==> src/rtl/rkbc_pkg.sv <==
`default_nettype none

package rkbc_pkg;

  // Pad geometry.
  localparam int PAD_ENTRIES = 2500;
  localparam int PadAddrW = (PAD_ENTRIES > 1) ? $clog2(PAD_ENTRIES) : 1;

  // Queue between the front and the back.
  localparam int QUEUE_DEPTH = 2;
  localparam int QueuePtrW = (QUEUE_DEPTH > 1) ? $clog2(QUEUE_DEPTH) : 1;
  localparam int QueueCntW = $clog2(QUEUE_DEPTH + 1);

  // Command codes. The same codes tag the entries in the queue.
  typedef enum logic [1:0] {
    CMD_LOAD    = 2'd0,
    CMD_ENCRYPT = 2'd1,
    CMD_DECRYPT = 2'd2
  } cmd_t;

  // Input beat.
  typedef struct packed {
    logic [1:0]  command;
    logic [11:0] pad_index;
    logic [7:0]  data_byte;
  } rkbc_in_t;

  // Result beat.
  typedef struct packed {
    logic [7:0] result_byte;
    logic       message_end;
  } rkbc_out_t;

  // One classified operation waiting for the back.
  typedef struct packed {
    cmd_t                kind;
    logic [PadAddrW-1:0] addr;
    logic [7:0]          data;
  } rkbc_entry_t;

  // Queue status seen by the front and the back.
  typedef struct packed {
    logic full;
    logic empty;
  } rkbc_qstat_t;

endpackage

`default_nettype wire

==> src/rtl/rkbc_front.sv <==
`default_nettype none

module rkbc_front
  import rkbc_pkg::*;
(
  input  wire logic        clk,
  input  wire logic        rst,
  input  wire logic        item_valid,
  output logic             item_stall,
  input  wire rkbc_in_t    item,
  input  wire rkbc_qstat_t qstat,
  output logic             push,
  output rkbc_entry_t      push_entry
);

  logic [PadAddrW-1:0] pad_position;
  logic [PadAddrW-1:0] pad_position_next;
  logic                accept;
  logic                keep;

  assign item_stall = qstat.full;
  assign accept     = item_valid && !item_stall;

  always_comb begin
    keep              = 1'b0;
    pad_position_next = pad_position;
    push_entry.kind   = CMD_LOAD;
    push_entry.addr   = pad_position;
    push_entry.data   = item.data_byte;
    case (cmd_t'(item.command))
      CMD_LOAD: begin
        // Writes beyond the pad are dropped here.
        keep            = (32'(item.pad_index) < PAD_ENTRIES);
        push_entry.kind = CMD_LOAD;
        push_entry.addr = item.pad_index[PadAddrW-1:0];
      end
      CMD_ENCRYPT, CMD_DECRYPT: begin
        keep            = 1'b1;
        push_entry.kind = cmd_t'(item.command);
        if (item.data_byte == 8'd0) begin
          pad_position_next = '0;
        end else if (pad_position == PadAddrW'(PAD_ENTRIES - 1)) begin
          pad_position_next = '0;
        end else begin
          pad_position_next = pad_position + 1'b1;
        end
      end
      default: begin
        keep = 1'b0;
      end
    endcase
  end

  assign push = accept && keep;

  always_ff @(posedge clk) begin
    if (rst) begin
      pad_position <= '0;
    end else if (accept) begin
      pad_position <= pad_position_next;
    end
  end

endmodule

`default_nettype wire

==> config.mk <==
export PLATFORM = sky130hd
export DESIGN_NAME = rkbc_front
export DESIGN_NICKNAME = d
export VERILOG_FILES = /design/src/rtl/rkbc_pkg.sv /design/src/rtl/rkbc_front.sv
export SDC_FILE = /design/constraint.sdc
export NUM_CORES = 1
export LEC_CHECK = 0
export ABC_AREA = 1
export BUFFER_PORTS_ARGS = -buffer_cell sky130_fd_sc_hd__buf_2
export CAP_MARGIN = 20
export CELL_PAD_IN_SITES_DETAIL_PLACEMENT = 0
export CELL_PAD_IN_SITES_GLOBAL_PLACEMENT = 1
export CORE_UTILIZATION = 31
export DETAILED_ROUTE_END_ITERATION = 16
export GPL_ROUTABILITY_DRIVEN = 0
export MAX_ROUTING_LAYER = met4
export PLACE_DENSITY = 0.9
export SLEW_MARGIN = 20
export SYNTH_ARGS = -nofsm -noshare
export SYNTH_HDL_FRONTEND = slang
export SYNTH_SLANG_ARGS = --single-unit
==> constraint.sdc <==
create_clock -name clk -period 2.1 [get_ports clk]
set_clock_uncertainty 0.2 [all_clocks]
set_input_delay 0.21 -clock clk [delete_from_list [all_inputs] [get_ports clk]]
set_output_delay 0.21 -clock clk [all_outputs]
set_load 0.01 [all_outputs]
==> flow_summary.json <==
{
  "status": "complete, no violations",
  "cts_tree": "yes",
  "synth_edf_count": 0,
  "vias": 1216,
  "rsz0062_at_grt": "false",
  "drv_slew": 0,
  "r2r_setup_slack_ns": 0.40,
  "grt_pass1_wl_mm": 4.13,
  "grt_max_degree": 22,
  "antenna_found_initial": 0,
  "drive_above_1_share": 0.377,
  "clockBufferDepth": 2,
  "timing.rr.start": "pad_position[0]",
  "syn_area_per_cell_um2": 6.32,
  "dr.pass1.iters": 4,
  "overflow": 0,
  "regMostFlops": "pad_position",
  "ys_seq_elements": 12,
  "yosysWarnings": 0,
  "r2r_cells": 7,
  "syn-num-nets": 208,
  "root_buffer": "clkbuf_4",
  "dieArea_mm2": 0.00383,
  "htree_levels": 1,
  "power_w": 0.000533,
  "wl_mm": 2.71,
  "hold_path_class": "in -> reg",
  "path_buf_inv": 0,
  "setup_viol": 0,
  "tns_ns": 0,
  "synthTopCellsByArea": "dfxtp_1 22%, nand2_1 17%, buf_4 6.1%, inv_1 6.1%, ha_1 5.6%",
  "die_y_um": 61.9,
  "r2r-end": "pad_position[8]",
  "cp-end-kind": "flop",
  "final_antenna_net_count": 0,
  "relSlewSlack": 0.830,
  "cts_sinks": 12,
  "cpPeakStageDelay_ns": 0.40,
  "path_common_cell": "nand2_1",
  "worst_pin_slew_ns": 0.253,
  "dp_hpwl_mm": 2.25,
  "synth_cells": 176,
  "synth_top_area_share": 0.216,
  "dieWidth_um": 61.9,
  "final_common_cell": "nand2_1",
  "reg.largest.list": "pad_position: 12 flops",
  "area_delta_synth_final_pct": 25.3,
  "crit_path_top_delay_cell": "dfxtp_1",
  "hold_viol": 0,
  "cp.required_ns": 2.08,
  "crit_type": "reg -> reg",
  "drv_cap": 0,
  "cp_top_family": "simple AND/OR/NAND/NOR gates",
  "crit_path_max_fanout": 5,
  "worstHoldStart": "item_valid",
  "track_usage": 0.154,
  "period_minus_slack_ns": 1.70,
  "async_reset_ff_frac": 0,
  "port_buffers": 49,
  "instances_no_fill": 266,
  "largest_reg_flops": 12,
  "p_per_area_mw_per_mm2": 383,
  "clk_latency_ns": 0.28,
  "cp_data_arrival_time_ns": 1.68,
  "io_pins": 51,
  "hold_path_depth": 4,
  "wl_per_cell_um": 10.2,
  "cts_resized": 0,
  "nets": 253,
  "start_util": 0.328,
  "synth_area_leader_cell": "dfxtp_1",
  "post-route-period-util": 0.809,
  "seq_area_frac_synth": 0.216,
  "grt_pass1_vias": 929,
  "core_mm2": 0.00339,
  "num_rows": 21,
  "vdd_drop_max_mv": 0.174,
  "drtIter0Drc": 35,
  "cts_buffers": 3,
  "ys_types": 26,
  "drc": 0,
  "power.leakage_nw": 0.658,
  "crit_chain": "ha_1 > nand2_1 > nor2_1 > nand3_4 > and2_4 > nand2_1 > a21oi_2",
  "numPlacedInstances": 261,
  "synth_area_mm2": 0.00111,
  "hold_path_end": "pad_position[11]",
  "clk_pin_slew_ns": 0.08,
  "fmax_ghz": 0.588,
  "startpoint_type": "flop",
  "via_per_inst": 4.57,
  "synth_ff_type": "dfxtp_1",
  "mostFrequentLayoutCells": "50 x nand2_1, 49 x buf_2, 18 x inv_1",
  "diodes": 0
}
-- worst max path at each step --
| stage | from | end | depth (start not counted) |
|---|---|---|---|
| floorplan | pad_position[0] | pad_position[8] | 7 |
| global placement | item[20] | pad_position[4] | 9 |
| detailed placement | item[20] | pad_position[2] | 7 |
| CTS | pad_position[0] | pad_position[8] | 7 |
| global route | pad_position[1] | pad_position[2] | 7 |
| finish | pad_position[0] | pad_position[8] | 7 |
-- routing by layer --
layer | up-vias | track usage | wire (µm) | share of wire
li1 | 642 | - | - | -
met1 | 512 | 0.213 | 1410 | 0.52
met2 | 57 | 0.229 | 1040 | 0.38
met3 | 5 | 0.0186 | 221 | 0.081
met4 | 0 | 0.0571 | 38 | 0.014
met5 | - | - | 0 | 0
-- power by group --
part	leakage [nW]	switching (W)	total, W	internal [W]
clock network	0.0210	0.0000838	0.000189	0.000106
registers	0.0968	0.00000192	0.000231	0.000229
logic	0.540	0.0000632	0.000113	0.0000503
total	0.658	0.000149	0.000533	0.000385
-- cell usage after synthesis, types with 2 or more instances --
cell type / instances
buf_4: 9
nor3_2: 2
nand2_2: 7
a21oi_2: 4
nand3_4: 2
nand4_1: 2
nor3_1: 3
nor2_4: 3
ha_1: 5
nand3_1: 9
o21ai_1: 2
a21oi_1: 6
nand2_1: 50
clkbuf_1: 2
nor2_2: 5
inv_1: 18
o21ai_0: 12
inv_2: 3
nor2_1: 14
dfxtp_1: 12
-- final cells by class --
cell class / instances / area, µm²
fillers: 383 / 2000
multi-input cells: 132 / 718
repair buffers: 51 / 263
flip-flops and latches: 12 / 240
inverters: 21 / 78.8
well taps: 46 / 57.6
clock buffers: 4 / 36.3
-- cell families (layout without fill, tap and decap cells) --
kind of cell / Yosys count / count (layout) / share of synthesized area
AOI/OAI and AO/OA: 25 / 25 / 0.127
buffers and inverters: 32 / 76 / 0.138
adders and majority gates: 5 / 5 / 0.0562
DFF: 12 / 12 / 0.216
and+or+nand+nor: 102 / 102 / 0.462
-- worst reg2reg max path, stage by stage, from the launching register on --
cell and delay [ns]:
dfxtp_1 0.40, ha_1 0.28, nand2_1 0.08, nor2_1 0.18, nand3_4 0.13, and2_4 0.20, nand2_1 0.08, a21oi_2 0.05
-- what timing repair did --
action / 4_1_cts / 5_1_grt
endpoints found under the setup margin: 0 / 0
buffers inserted: 0 / 0
hold buffers: 1 / 0
endpoints found under the hold margin: 4 / 0
-- per-stage QoR --
step	worst slack, ns	hold WS [ns]	util	cell area, µm²
after floorplan	0.598	0.0791	-	1110
after global placement	0.415	0.274	0.398	1350
after detailed placement	0.402	0.288	0.398	1350
after CTS	0.401	0.185	0.411	1390
after global routing	0.302	0.204	0.411	1390
final	0.400	0.195	0.411	1390
(Power assumes the default switching activity.)
