<file path="src/rtl/rkbc_pkg.sv">
`default_nettype none

package rkbc_pkg;

  // Pad geometry.
  localparam int PAD_ENTRIES = 2500;
  localparam int PadAddrW = (PAD_ENTRIES > 1) ? $clog2(PAD_ENTRIES) : 1;

  // Queue between the front and the back.
  localparam int QUEUE_DEPTH = 2;
  localparam int QueuePtrW = (QUEUE_DEPTH > 1) ? $clog2(QUEUE_DEPTH) : 1;
  localparam int QueueCntW = $clog2(QUEUE_DEPTH + 1);

  // Command codes. The same codes tag the entries in the queue.
  typedef enum logic [1:0] {
    CMD_LOAD    = 2'd0,
    CMD_ENCRYPT = 2'd1,
    CMD_DECRYPT = 2'd2
  } cmd_t;

  // Input beat.
  typedef struct packed {
    logic [1:0]  command;
    logic [11:0] pad_index;
    logic [7:0]  data_byte;
  } rkbc_in_t;

  // Result beat.
  typedef struct packed {
    logic [7:0] result_byte;
    logic       message_end;
  } rkbc_out_t;

  // One classified operation waiting for the back.
  typedef struct packed {
    cmd_t                kind;
    logic [PadAddrW-1:0] addr;
    logic [7:0]          data;
  } rkbc_entry_t;

  // Queue status seen by the front and the back.
  typedef struct packed {
    logic full;
    logic empty;
  } rkbc_qstat_t;

endpackage

`default_nettype wire

</file>
<file path="src/rtl/rkbc_fifo.sv">
`default_nettype none

module rkbc_fifo
  import rkbc_pkg::*;
(
  input  wire logic        clk,
  input  wire logic        rst,
  input  wire logic        push,
  input  wire rkbc_entry_t push_entry,
  input  wire logic        pop,
  output rkbc_entry_t      pop_entry,
  output rkbc_qstat_t      status
);

  rkbc_entry_t            slots [QUEUE_DEPTH];
  logic [QueuePtrW-1:0]   wr_ptr;
  logic [QueuePtrW-1:0]   rd_ptr;
  logic [QueueCntW-1:0]   count;

  assign status.full  = (count == QueueCntW'(QUEUE_DEPTH));
  assign status.empty = (count == '0);
  assign pop_entry    = slots[rd_ptr];

  function automatic logic [QueuePtrW-1:0] bump(input logic [QueuePtrW-1:0] p);
    bump = (p == QueuePtrW'(QUEUE_DEPTH - 1)) ? '0 : p + 1'b1;
  endfunction

  always_ff @(posedge clk) begin
    if (rst) begin
      wr_ptr <= '0;
      rd_ptr <= '0;
      count  <= '0;
    end else begin
      if (push) begin
        wr_ptr <= bump(wr_ptr);
      end
      if (pop) begin
        rd_ptr <= bump(rd_ptr);
      end
      if (push && !pop) begin
        count <= count + 1'b1;
      end else if (pop && !push) begin
        count <= count - 1'b1;
      end
    end
  end

  always_ff @(posedge clk) begin
    if (push) begin
      slots[wr_ptr] <= push_entry;
    end
  end

  a_no_overflow: assert property (@(posedge clk) disable iff (rst)
    status.full |-> !push)
    else $error("queue written while full");

  a_no_underflow: assert property (@(posedge clk) disable iff (rst)
    status.empty |-> !pop)
    else $error("queue read while empty");

endmodule

`default_nettype wire

</file>
<file path="config.mk">
export PLATFORM = sky130hd
export DESIGN_NAME = rkbc_fifo
export DESIGN_NICKNAME = d
export VERILOG_FILES = /design/src/rtl/rkbc_pkg.sv /design/src/rtl/rkbc_fifo.sv
export SDC_FILE = /design/constraint.sdc
export NUM_CORES = 1
export LEC_CHECK = 0
export ABC_AREA = 1
export BUFFER_PORTS_ARGS = -buffer_cell sky130_fd_sc_hd__buf_2
export CORE_MARGIN = 5
export CORE_UTILIZATION = 50
export CTS_BUF_LIST = sky130_fd_sc_hd__clkbuf_16
export DETAILED_ROUTE_END_ITERATION = 12
export PLACE_DENSITY = 0.84
export SYNTH_ARGS = -nofsm -noshare
export SYNTH_HDL_FRONTEND = slang
export SYNTH_SLANG_ARGS = --single-unit
</file>
<file path="constraint.sdc">
create_clock -name clk -period 2 [get_ports clk]
set_input_delay 0.4 -clock clk [delete_from_list [all_inputs] [get_ports clk]]
set_output_delay 0.4 -clock clk [all_outputs]
set_load 0.01 [all_outputs]
</file>
==> flow_summary.json, run 1 <==
{
  "status": "finished, final reports clean",
  "first_pass_iters": 4,
  "final_net_count": 187,
  "finalMaxSlewViolations": 0,
  "required_ps": 1600,
  "layout-drive-gt1-share_pct": 51.6,
  "dieArea_um2": 4940,
  "max-slew-margin-rel_pct": 84.9,
  "p_leak_nw": 0.930,
  "setup_viol": 0,
  "root_buffer": "clkbuf_16",
  "grt_max_degree": 20,
  "crit_fanout": 19,
  "finalPower_mw": 2.35,
  "antenna_found_initial": 0,
  "ys_seq_area_share_pct": 78.2,
  "rows": 22,
  "slowest_stage": "dfxtp_1",
  "finalWirelength_um": 3170,
  "hp-class": "input pin to register",
  "wl_per_cell_um": 15.1,
  "max-cap-violations": 0,
  "fin_crit_ps": 1820,
  "die_y_um": 70.3,
  "routed_via_density": 4.81,
  "clk_latency_ps": 280,
  "drc": 0,
  "ys_warn_count": 0,
  "worstSetupStartpointType": "register",
  "syn_nets": 128,
  "postCtsSetupBuffers": 0,
  "crit_type": "register to output port",
  "crit_end": "pop_entry[19]",
  "cpPeakStageDelay_ps": 440,
  "grt_pass1_wl_um": 5030,
  "final.setup.tns_ps": 0,
  "gr-total-overflow": 0,
  "diodes": 0,
  "reg2reg_depth": 3,
  "peakVddDrop_mv": 0.757,
  "critPathTopFamily": "flip-flops",
  "grt-busiest-layer": "met2",
  "core_um2": 3580,
  "endpoint_kind": "output port",
  "fill_cells": 263,
  "rr_startpoint": "wr_ptr$_SDFFE_PP0P_",
  "cp_data_arrival_time_ps": 1420,
  "clkTransAtPathRegs_ps": 60,
  "critPathBufInv": 2,
  "worst_slew_pin_slew_ps": 227,
  "p_per_area_nw_per_um2": 1010,
  "area_growth_pct": 27.4,
  "hold_buffers": 0,
  "ctsHtreeMaxLevel": 2,
  "gp_congestion": 0.741,
  "cts_buffers": 5,
  "crit_cells": 3,
  "ant_nets": 0,
  "path_cells": "buf_12, mux2_2, buf_2",
  "finish.utilization_pct": 64.7,
  "vias": 1005,
  "fp.dieW_um": 70.3,
  "place_hpwl_um": 2250,
  "fin_worst_skew_ps": 4.62,
  "io_buffer_count": 49,
  "post_cts_resized": 0,
  "avgSynthCellArea_um2": 18.0,
  "cts_tree": "done",
  "start_util_pct": 50.8,
  "period_share_pct": 91.1,
  "grtUsageMet2_pct": 25.2,
  "grt_use_met1_pct": 13.0,
  "hold_viol": 0,
  "synth_area_um2": 1820,
  "cts.sinks": 49,
  "grt.met3_usage_pct": 4.46,
  "rsz0062_at_grt": "no",
  "r2r_end": "slots[1][2]$_DFFE_PP_",
  "io-pin-count": 50,
  "grt_pass1_vias": 1072,
  "r2r_slack_ps": 1010,
  "fmax_mhz": 549,
  "synth_seq_cells": 49,
  "cts.path.max_buffers": 2,
  "syn_inst": 101,
  "track_usage_pct": 14.0,
  "synth.distinct_cells": 14,
  "dr.first_iter.drc_count": 50
}
==> metrics by stage <==
step / area, um2 / worst slack [ps] / hold slack, ps / instances
finish: 2320 / 179 / 305 / 209
global placement: 2150 / 516 / 496 / 201
floorplan: 1820 / 227 / 472 / 101
global route: 2320 / 127 / 294 / 209
CTS: 2320 / 156 / 298 / 209
detailed placement: 2150 / 480 / 505 / 201
==> cell usage after synthesis, drive strengths merged <==
cell type	n	area share, %
nand3	1	0.28
inv	9	1.9
mux2	22	14
o21ai	1	0.28
a21oi	1	0.28
xnor2	1	0.48
nor2	7	1.4
nand2	5	1.0
nor3	1	0.28
edfxtp	44	73
nand4	1	0.34
ha	1	0.69
dfxtp	5	5.5
buf	2	1.2
==> cells in the final DEF, fill, tap and decap left out, types with 4 or more instances in the layout <==
master      n
buf_2      49
buf_4       4
clkbuf_16   5
dfxtp_1     5
edfxtp_1   44
inv_1      10
mux2_2     22
nand2_1     5
nor2_1      6
==> flip-flops by register name (all words and copies together), names as in the netlist, named ones only <==
signal and flops:
slots 44, count 2, rd_ptr 1, wr_ptr 1
==> final cells by class <==
type                       count  area, um2  share of cell area (%)
sequential                    49       1420                    61.4
timing repair buffer          54        295                    12.7
tap                           48       60.1                    2.59
clock inverter                 3       37.5                    1.62
inverter                       9       33.8                    1.46
multi-input combinational     41        343                    14.8
clock buffer                   5        125                    5.40
==> how the worst min path moves through the flow <==
stage | startpoint | endpoint | slack [ps] | cells after the start
2_1_floorplan | rst | register | 470 | 1
3_3_place_gp | count[0]$_SDFFE_PP0P_ | count[0]$_SDFFE_PP0P_ | 500 | 2
3_5_place_dp | rd_ptr$_SDFFE_PP0P_ | rd_ptr$_SDFFE_PP0P_ | 500 | 2
4_1_cts | push_entry[13] | slots[1][13]$_DFFE_PP_ | 300 | 1
5_1_grt | push_entry[1] | slots[1][1]$_DFFE_PP_ | 290 | 1
6_report | push_entry[5] | slots[1][5]$_DFFE_PP_ | 310 | 1
==> where the power goes <==
part / switching (mW) / internal (mW)
registers: 0.0204 / 1.18
clock network: 0.318 / 0.580
logic: 0.128 / 0.124
==> metal layers <==
metal,share of wire (%),routed length (um)
met1,36,1130
met2,56,1770
met3,5.5,174
met4,2.9,93
met5,0,0
==> kinds of logic after synthesis <==
family	share of synthesized area [%]
compound gates	0.550
xor+xnor	0.482
fa+ha+maj	0.688
buf+inv	3.10
flops	78.2
mux	13.6
simple gates	3.37
Power figures use the tool's default switching activity.
==> run 2: changes to the inputs <==
--- a/config.mk
+++ b/config.mk
@@ -5,7 +5,7 @@
 export SDC_FILE = /design/constraint.sdc
 export NUM_CORES = 1
 export LEC_CHECK = 0
-export ABC_AREA = 1
+export ABC_AREA = 0
 export BUFFER_PORTS_ARGS = -buffer_cell sky130_fd_sc_hd__buf_2
 export CORE_MARGIN = 5
 export CORE_UTILIZATION = 50
==> flow_summary.json, run 2 <==
{
  "final_net_count": 177,
  "async_reset_ff_share_pct": 0,
  "period_share_pct": 85.3,
  "place_hpwl_um": 2210,
  "antenna_found_initial": 0,
  "seq_area_um2": 1420,
  "required_ps": 1600,
  "clk_latency_ps": 280,
  "fp.dieW_um": 69.8,
  "setup_viol": 0,
  "status": "finished, final reports clean",
  "endpoint_kind": "output port",
  "io_buffer_count": 49,
  "synth.distinct_cells": 15,
  "avgSynthCellArea_um2": 19.9,
  "ant_nets": 0,
  "ctsHtreeMaxLevel": 2,
  "synthTopCellsByCount": "44 x edfxtp_1, 22 x mux2_2, 5 x dfxtp_1, 5 x nor2_1",
  "post_cts_resized": 0,
  "syn_nets": 117,
  "place_area_um2": 2130,
  "r2r_end": "count[1]$_SDFFE_PP0P_",
  "finalMaxSlewViolations": 0,
  "setup_ws_ps": 294,
  "largest_reg_flops": 44,
  "ys_seq_area_share_pct": 79.6,
  "fmax_mhz": 586,
  "synth_edf_count": 44,
  "reg2reg_depth": 3,
  "synth_most_common_cell": "edfxtp_1",
  "rr_startpoint": "count[0]$_SDFFE_PP0P_",
  "gr-total-overflow": 0,
  "crit_type": "register to output port",
  "root_buffer": "clkbuf_16",
  "fill_cells": 240,
  "worstSetupStartpointType": "register",
  "routed_via_density": 4.88,
  "top_register": "slots",
  "hp-class": "input pin to register",
  "r2r_slack_ps": 950,
  "max-cap-violations": 0,
  "wl_per_cell_um": 15.0,
  "final.setup.tns_ps": 0,
  "cts_buffers": 5,
  "finalPower_mw": 2.22,
  "cts_tree": "done",
  "area_growth_pct": 26.5,
  "first_pass_iters": 4,
  "synth_ff_type": "edfxtp_1",
  "crit_fanout": 12,
  "gp_congestion": 0.674,
  "postCtsSetupBuffers": 0,
  "final_common_cell": "buf_2",
  "synth_area_leaders": "edfxtp_1 74%, mux2_2 14%, dfxtp_1 5.6%",
  "rows": 21,
  "cts.path.max_buffers": 2,
  "core_um2": 3390,
  "grt_pass1_wl_um": 4620,
  "worst_slew_pin_slew_ps": 213,
  "final_cell_area_um2": 2260,
  "largestRegisters": "slots: 44 flops, count: 2 flops",
  "multi_input_area_um2": 354,
  "max-slew-margin-rel_pct": 85.7,
  "layout-drive-gt1-share_pct": 56.0,
  "cp_data_arrival_time_ps": 1310,
  "die_y_um": 69.8,
  "p_per_area_nw_per_um2": 984,
  "vias": 957,
  "yosysTopAreaCell": "edfxtp_1",
  "grt_max_degree": 14,
  "rsz0062_at_grt": "no",
  "hold_buffers": 0,
  "synth_seq_cells": 49,
  "ys_warn_count": 0,
  "finalWirelength_um": 2950,
  "crit_end": "pop_entry[11]",
  "final_cell_mix": "49 x buf_2, 44 x edfxtp_1, 22 x mux2_2, 6 x buf_4",
  "syn_inst": 90,
  "fin_crit_ps": 1710,
  "p_leak_nw": 0.883,
  "synth_area_um2": 1790,
  "cts.sinks": 49,
  "track_usage_pct": 12.9,
  "peakVddDrop_mv": 0.898,
  "start_util_pct": 52.7,
  "place_ws_ps": 526,
  "drc": 0,
  "dieArea_um2": 4870,
  "dr.first_iter.drc_count": 64,
  "diodes": 0,
  "hold_viol": 0,
  "fin_worst_skew_ps": 5.63,
  "clkTransAtPathRegs_ps": 60,
  "finish.utilization_pct": 66.7,
  "yosysTopAreaCellShare_pct": 73.9,
  "io-pin-count": 50,
  "grt_pass1_vias": 1030
}
[run 2: area by class of cell]
cell class	instances	share of cell area, %
Inverter	1	0.166
Sequential cell	49	62.9
Clock buffer	5	5.54
Clock inverter	2	0.332
Timing Repair Buffer	55	12.8
Tap cell	46	2.55
Multi-Input combinational cell	38	15.7
[run 2: worst min-delay path by stage]
stage	from	end	slack [ps]	cells after the start
2_1_floorplan	count[1]$_SDFFE_PP0P_	count[1]$_SDFFE_PP0P_	460	2
3_3_place_gp	count[1]$_SDFFE_PP0P_	count[1]$_SDFFE_PP0P_	480	2
3_5_place_dp	count[1]$_SDFFE_PP0P_	count[1]$_SDFFE_PP0P_	500	2
4_1_cts	push_entry[9]	slots[0][9]$_DFFE_PP_	300	1
5_1_grt	push_entry[9]	slots[1][9]$_DFFE_PP_	290	1
6_report	push_entry[9]	slots[0][9]$_DFFE_PP_	310	1
[run 2: cell families (layout without fill, tap and decap cells)]
logic type | count (synthesis) | after routing | share of synthesized area, %
compound gates | 2 | 2 | 0.560
xor+xnor | 4 | 4 | 1.96
fa+ha+maj | 1 | 1 | 0.700
buf+inv | 3 | 63 | 0.770
flops | 49 | 49 | 79.6
mux | 22 | 22 | 13.9
simple gates | 9 | 9 | 2.59
[run 2: power breakdown]
group | internal (mW) | leakage, nW | switching (mW)
registers | 1.19 | 0.455 | 0.0220
logic | 0.133 | 0.360 | 0.133
clock network | 0.446 | 0.0685 | 0.299
total | 1.77 | 0.883 | 0.455
[run 2: metrics by stage]
| step | hold WS (ps) | std cells |
|---|---|---|
| 2_1_floorplan | 461 | 90 |
| 3_3_place_gp | 475 | 189 |
| 3_5_place_dp | 503 | 189 |
| 4_1_cts | 299 | 196 |
| 5_1_grt | 293 | 196 |
| 6_report | 306 | 196 |
[run 2: worst max-delay path, cell delays in order, from the launching register on]
cell and delay, ps:
dfxtp_1 320, buf_4 200, mux2_2 360, buf_2 140
[run 2: routing by layer]
layer / track usage, % / vias to the layer above / share of wire (%)
met4: 8.94 / 0 / 1.9
met3: 3.91 / 5 / 5.7
met5: 0 / - / 0
li1: - / 458 / -
met2: 22.6 / 32 / 57
met1: 13.0 / 462 / 36
==> run 3: changes to the inputs <==
--- a/config.mk
+++ b/config.mk
@@ -11,6 +11,7 @@
 export CORE_UTILIZATION = 50
 export CTS_BUF_LIST = sky130_fd_sc_hd__clkbuf_16
 export DETAILED_ROUTE_END_ITERATION = 12
+export GPL_TIMING_DRIVEN = 0
 export PLACE_DENSITY = 0.84
 export SYNTH_ARGS = -nofsm -noshare
 export SYNTH_HDL_FRONTEND = slang
==> flow_summary.json, run 3 (same netlist as run 2, synthesis figures left out) <==
{
  "cp_data_arrival_time_ps": 1430,
  "fin_crit_ps": 1830,
  "peakVddDrop_mv": 0.629,
  "area_growth_pct": 25.4,
  "gp_congestion": 0.736,
  "drc": 0,
  "finalWirelength_um": 2950,
  "routed_via_density": 4.77,
  "grt_pass1_wl_um": 4870,
  "gr-total-overflow": 0,
  "fp.dieW_um": 69.8,
  "rsz0062_at_grt": "no",
  "setup_viol": 0,
  "crit_type": "register to output port",
  "wl_per_cell_um": 15.3,
  "root_buffer": "clkbuf_16",
  "fin_worst_skew_ps": 4.08,
  "vias": 920,
  "pwr-share-clk_pct": 33.4,
  "cts_tree": "done",
  "pwr-share-comb_pct": 11.6,
  "layout-drive-gt1-share_pct": 55.1,
  "p_leak_nw": 0.869,
  "p_per_area_nw_per_um2": 988,
  "grt_max_degree": 23,
  "final_net_count": 174,
  "io-pin-count": 50,
  "max-cap-violations": 0,
  "dieArea_um2": 4870,
  "clkTransAtPathRegs_ps": 60,
  "finalPower_mw": 2.21,
  "worst_slew_pin_slew_ps": 1000,
  "final_common_cell": "buf_2",
  "top_register": "slots",
  "hold_slack_ps": 312,
  "final_cell_mix": "51 x buf_2, 44 x edfxtp_1, 22 x mux2_2",
  "core_um2": 3390,
  "grt_pass1_vias": 1059,
  "worstSetupStartpointType": "register",
  "finish.utilization_pct": 66.1,
  "clk_latency_ps": 270,
  "max-slew-margin-rel_pct": 33.3,
  "ctsHtreeMaxLevel": 2,
  "cts.path.max_buffers": 2,
  "period_share_pct": 91.5,
  "crit_fanout": 10,
  "status": "finished, final reports clean",
  "largest_reg_flops": 44,
  "die_y_um": 69.8,
  "cts_buffers": 5,
  "endpoint_kind": "output port",
  "rows": 21,
  "post_cts_resized": 0,
  "first_pass_iters": 4,
  "r2r_slack_ps": 410,
  "hp-class": "input pin to register",
  "track_usage_pct": 12.9,
  "pwr-share-seq_pct": 54.9,
  "setup_ws_ps": 170,
  "antenna_found_initial": 0,
  "place_hpwl_um": 2160,
  "final.setup.tns_ps": 0,
  "fmax_mhz": 547,
  "p_switching_uw": 447,
  "dr.first_iter.drc_count": 52,
  "intPower_mw": 1.76,
  "hold_viol": 0,
  "required_ps": 1600,
  "io_buffer_count": 49,
  "ant_nets": 0,
  "cts.sinks": 49,
  "finalMaxSlewViolations": 0,
  "sw_frac_of_total_pct": 20.2,
  "place_ws_ps": 258,
  "diodes": 0,
  "postCtsSetupBuffers": 0,
  "start_util_pct": 52.7,
  "largestRegisters": "slots: 44 flops, count: 2 flops",
  "hold_buffers": 0
}
run 3: cell types whose count changed in the layout (fill, tap and decap cells not counted), sizes merged:
cell,previous run,this run
buf,55,52
run 3: stage by stage:
step                cell area (um2)  instances
floorplan                      1790         90
global placement               2090        185
detailed placement             2110        186
CTS                            2240        193
global route                   2240        193
finish                         2240        193
run 3: path summary, 6_finish.rpt:
| check | to | cells past startpoint | startpoint |
|---|---|---|---|
| worst max register to register | slots[1][8]$_DFFE_PP_ | 1 | wr_ptr$_SDFFE_PP0P_ |
| worst min register to register | register | 2 | rd_ptr$_SDFFE_PP0P_ |
| worst min-delay path | slots[1][10]$_DFFE_PP_ | 1 | push_entry[10] |
| worst max-delay path | pop_entry[20] | 3 | register |
run 3: per-layer routing:
metal  track usage [%]  wire (um)
met1              12.5       1030
met2              25.0       1750
met3              4.64        149
met4              3.83         10
met5                 0          0
run 3: cell type report:
| type | instances | area, um2 |
|---|---|---|
| plain buffers | 2 | 10.0 |
| repair buffers | 50 | 260 |
| flip-flops and latches | 49 | 1420 |
| clock buffers | 5 | 125 |
| clock inverters | 2 | 7.51 |
| well taps | 46 | 57.6 |
| inverters | 1 | 3.75 |
| multi-input cells | 38 | 354 |
| fillers | 257 | 1150 |
run 3: worst max-delay path: stages (launching register included):
cell	delay, ps
dfxtp_1	370
buf_2	270
mux2_2	370
buf_2	140
run 3: power by group through the flow:
stage	clock network, mW	logic (mW)	registers (mW)
floorplan	0	0.151	1.23
global placement	0	0.247	1.23
detailed placement	0	0.263	1.24
CTS	0.761	0.265	1.22
global route	0.810	0.284	1.22
finish	0.739	0.258	1.21
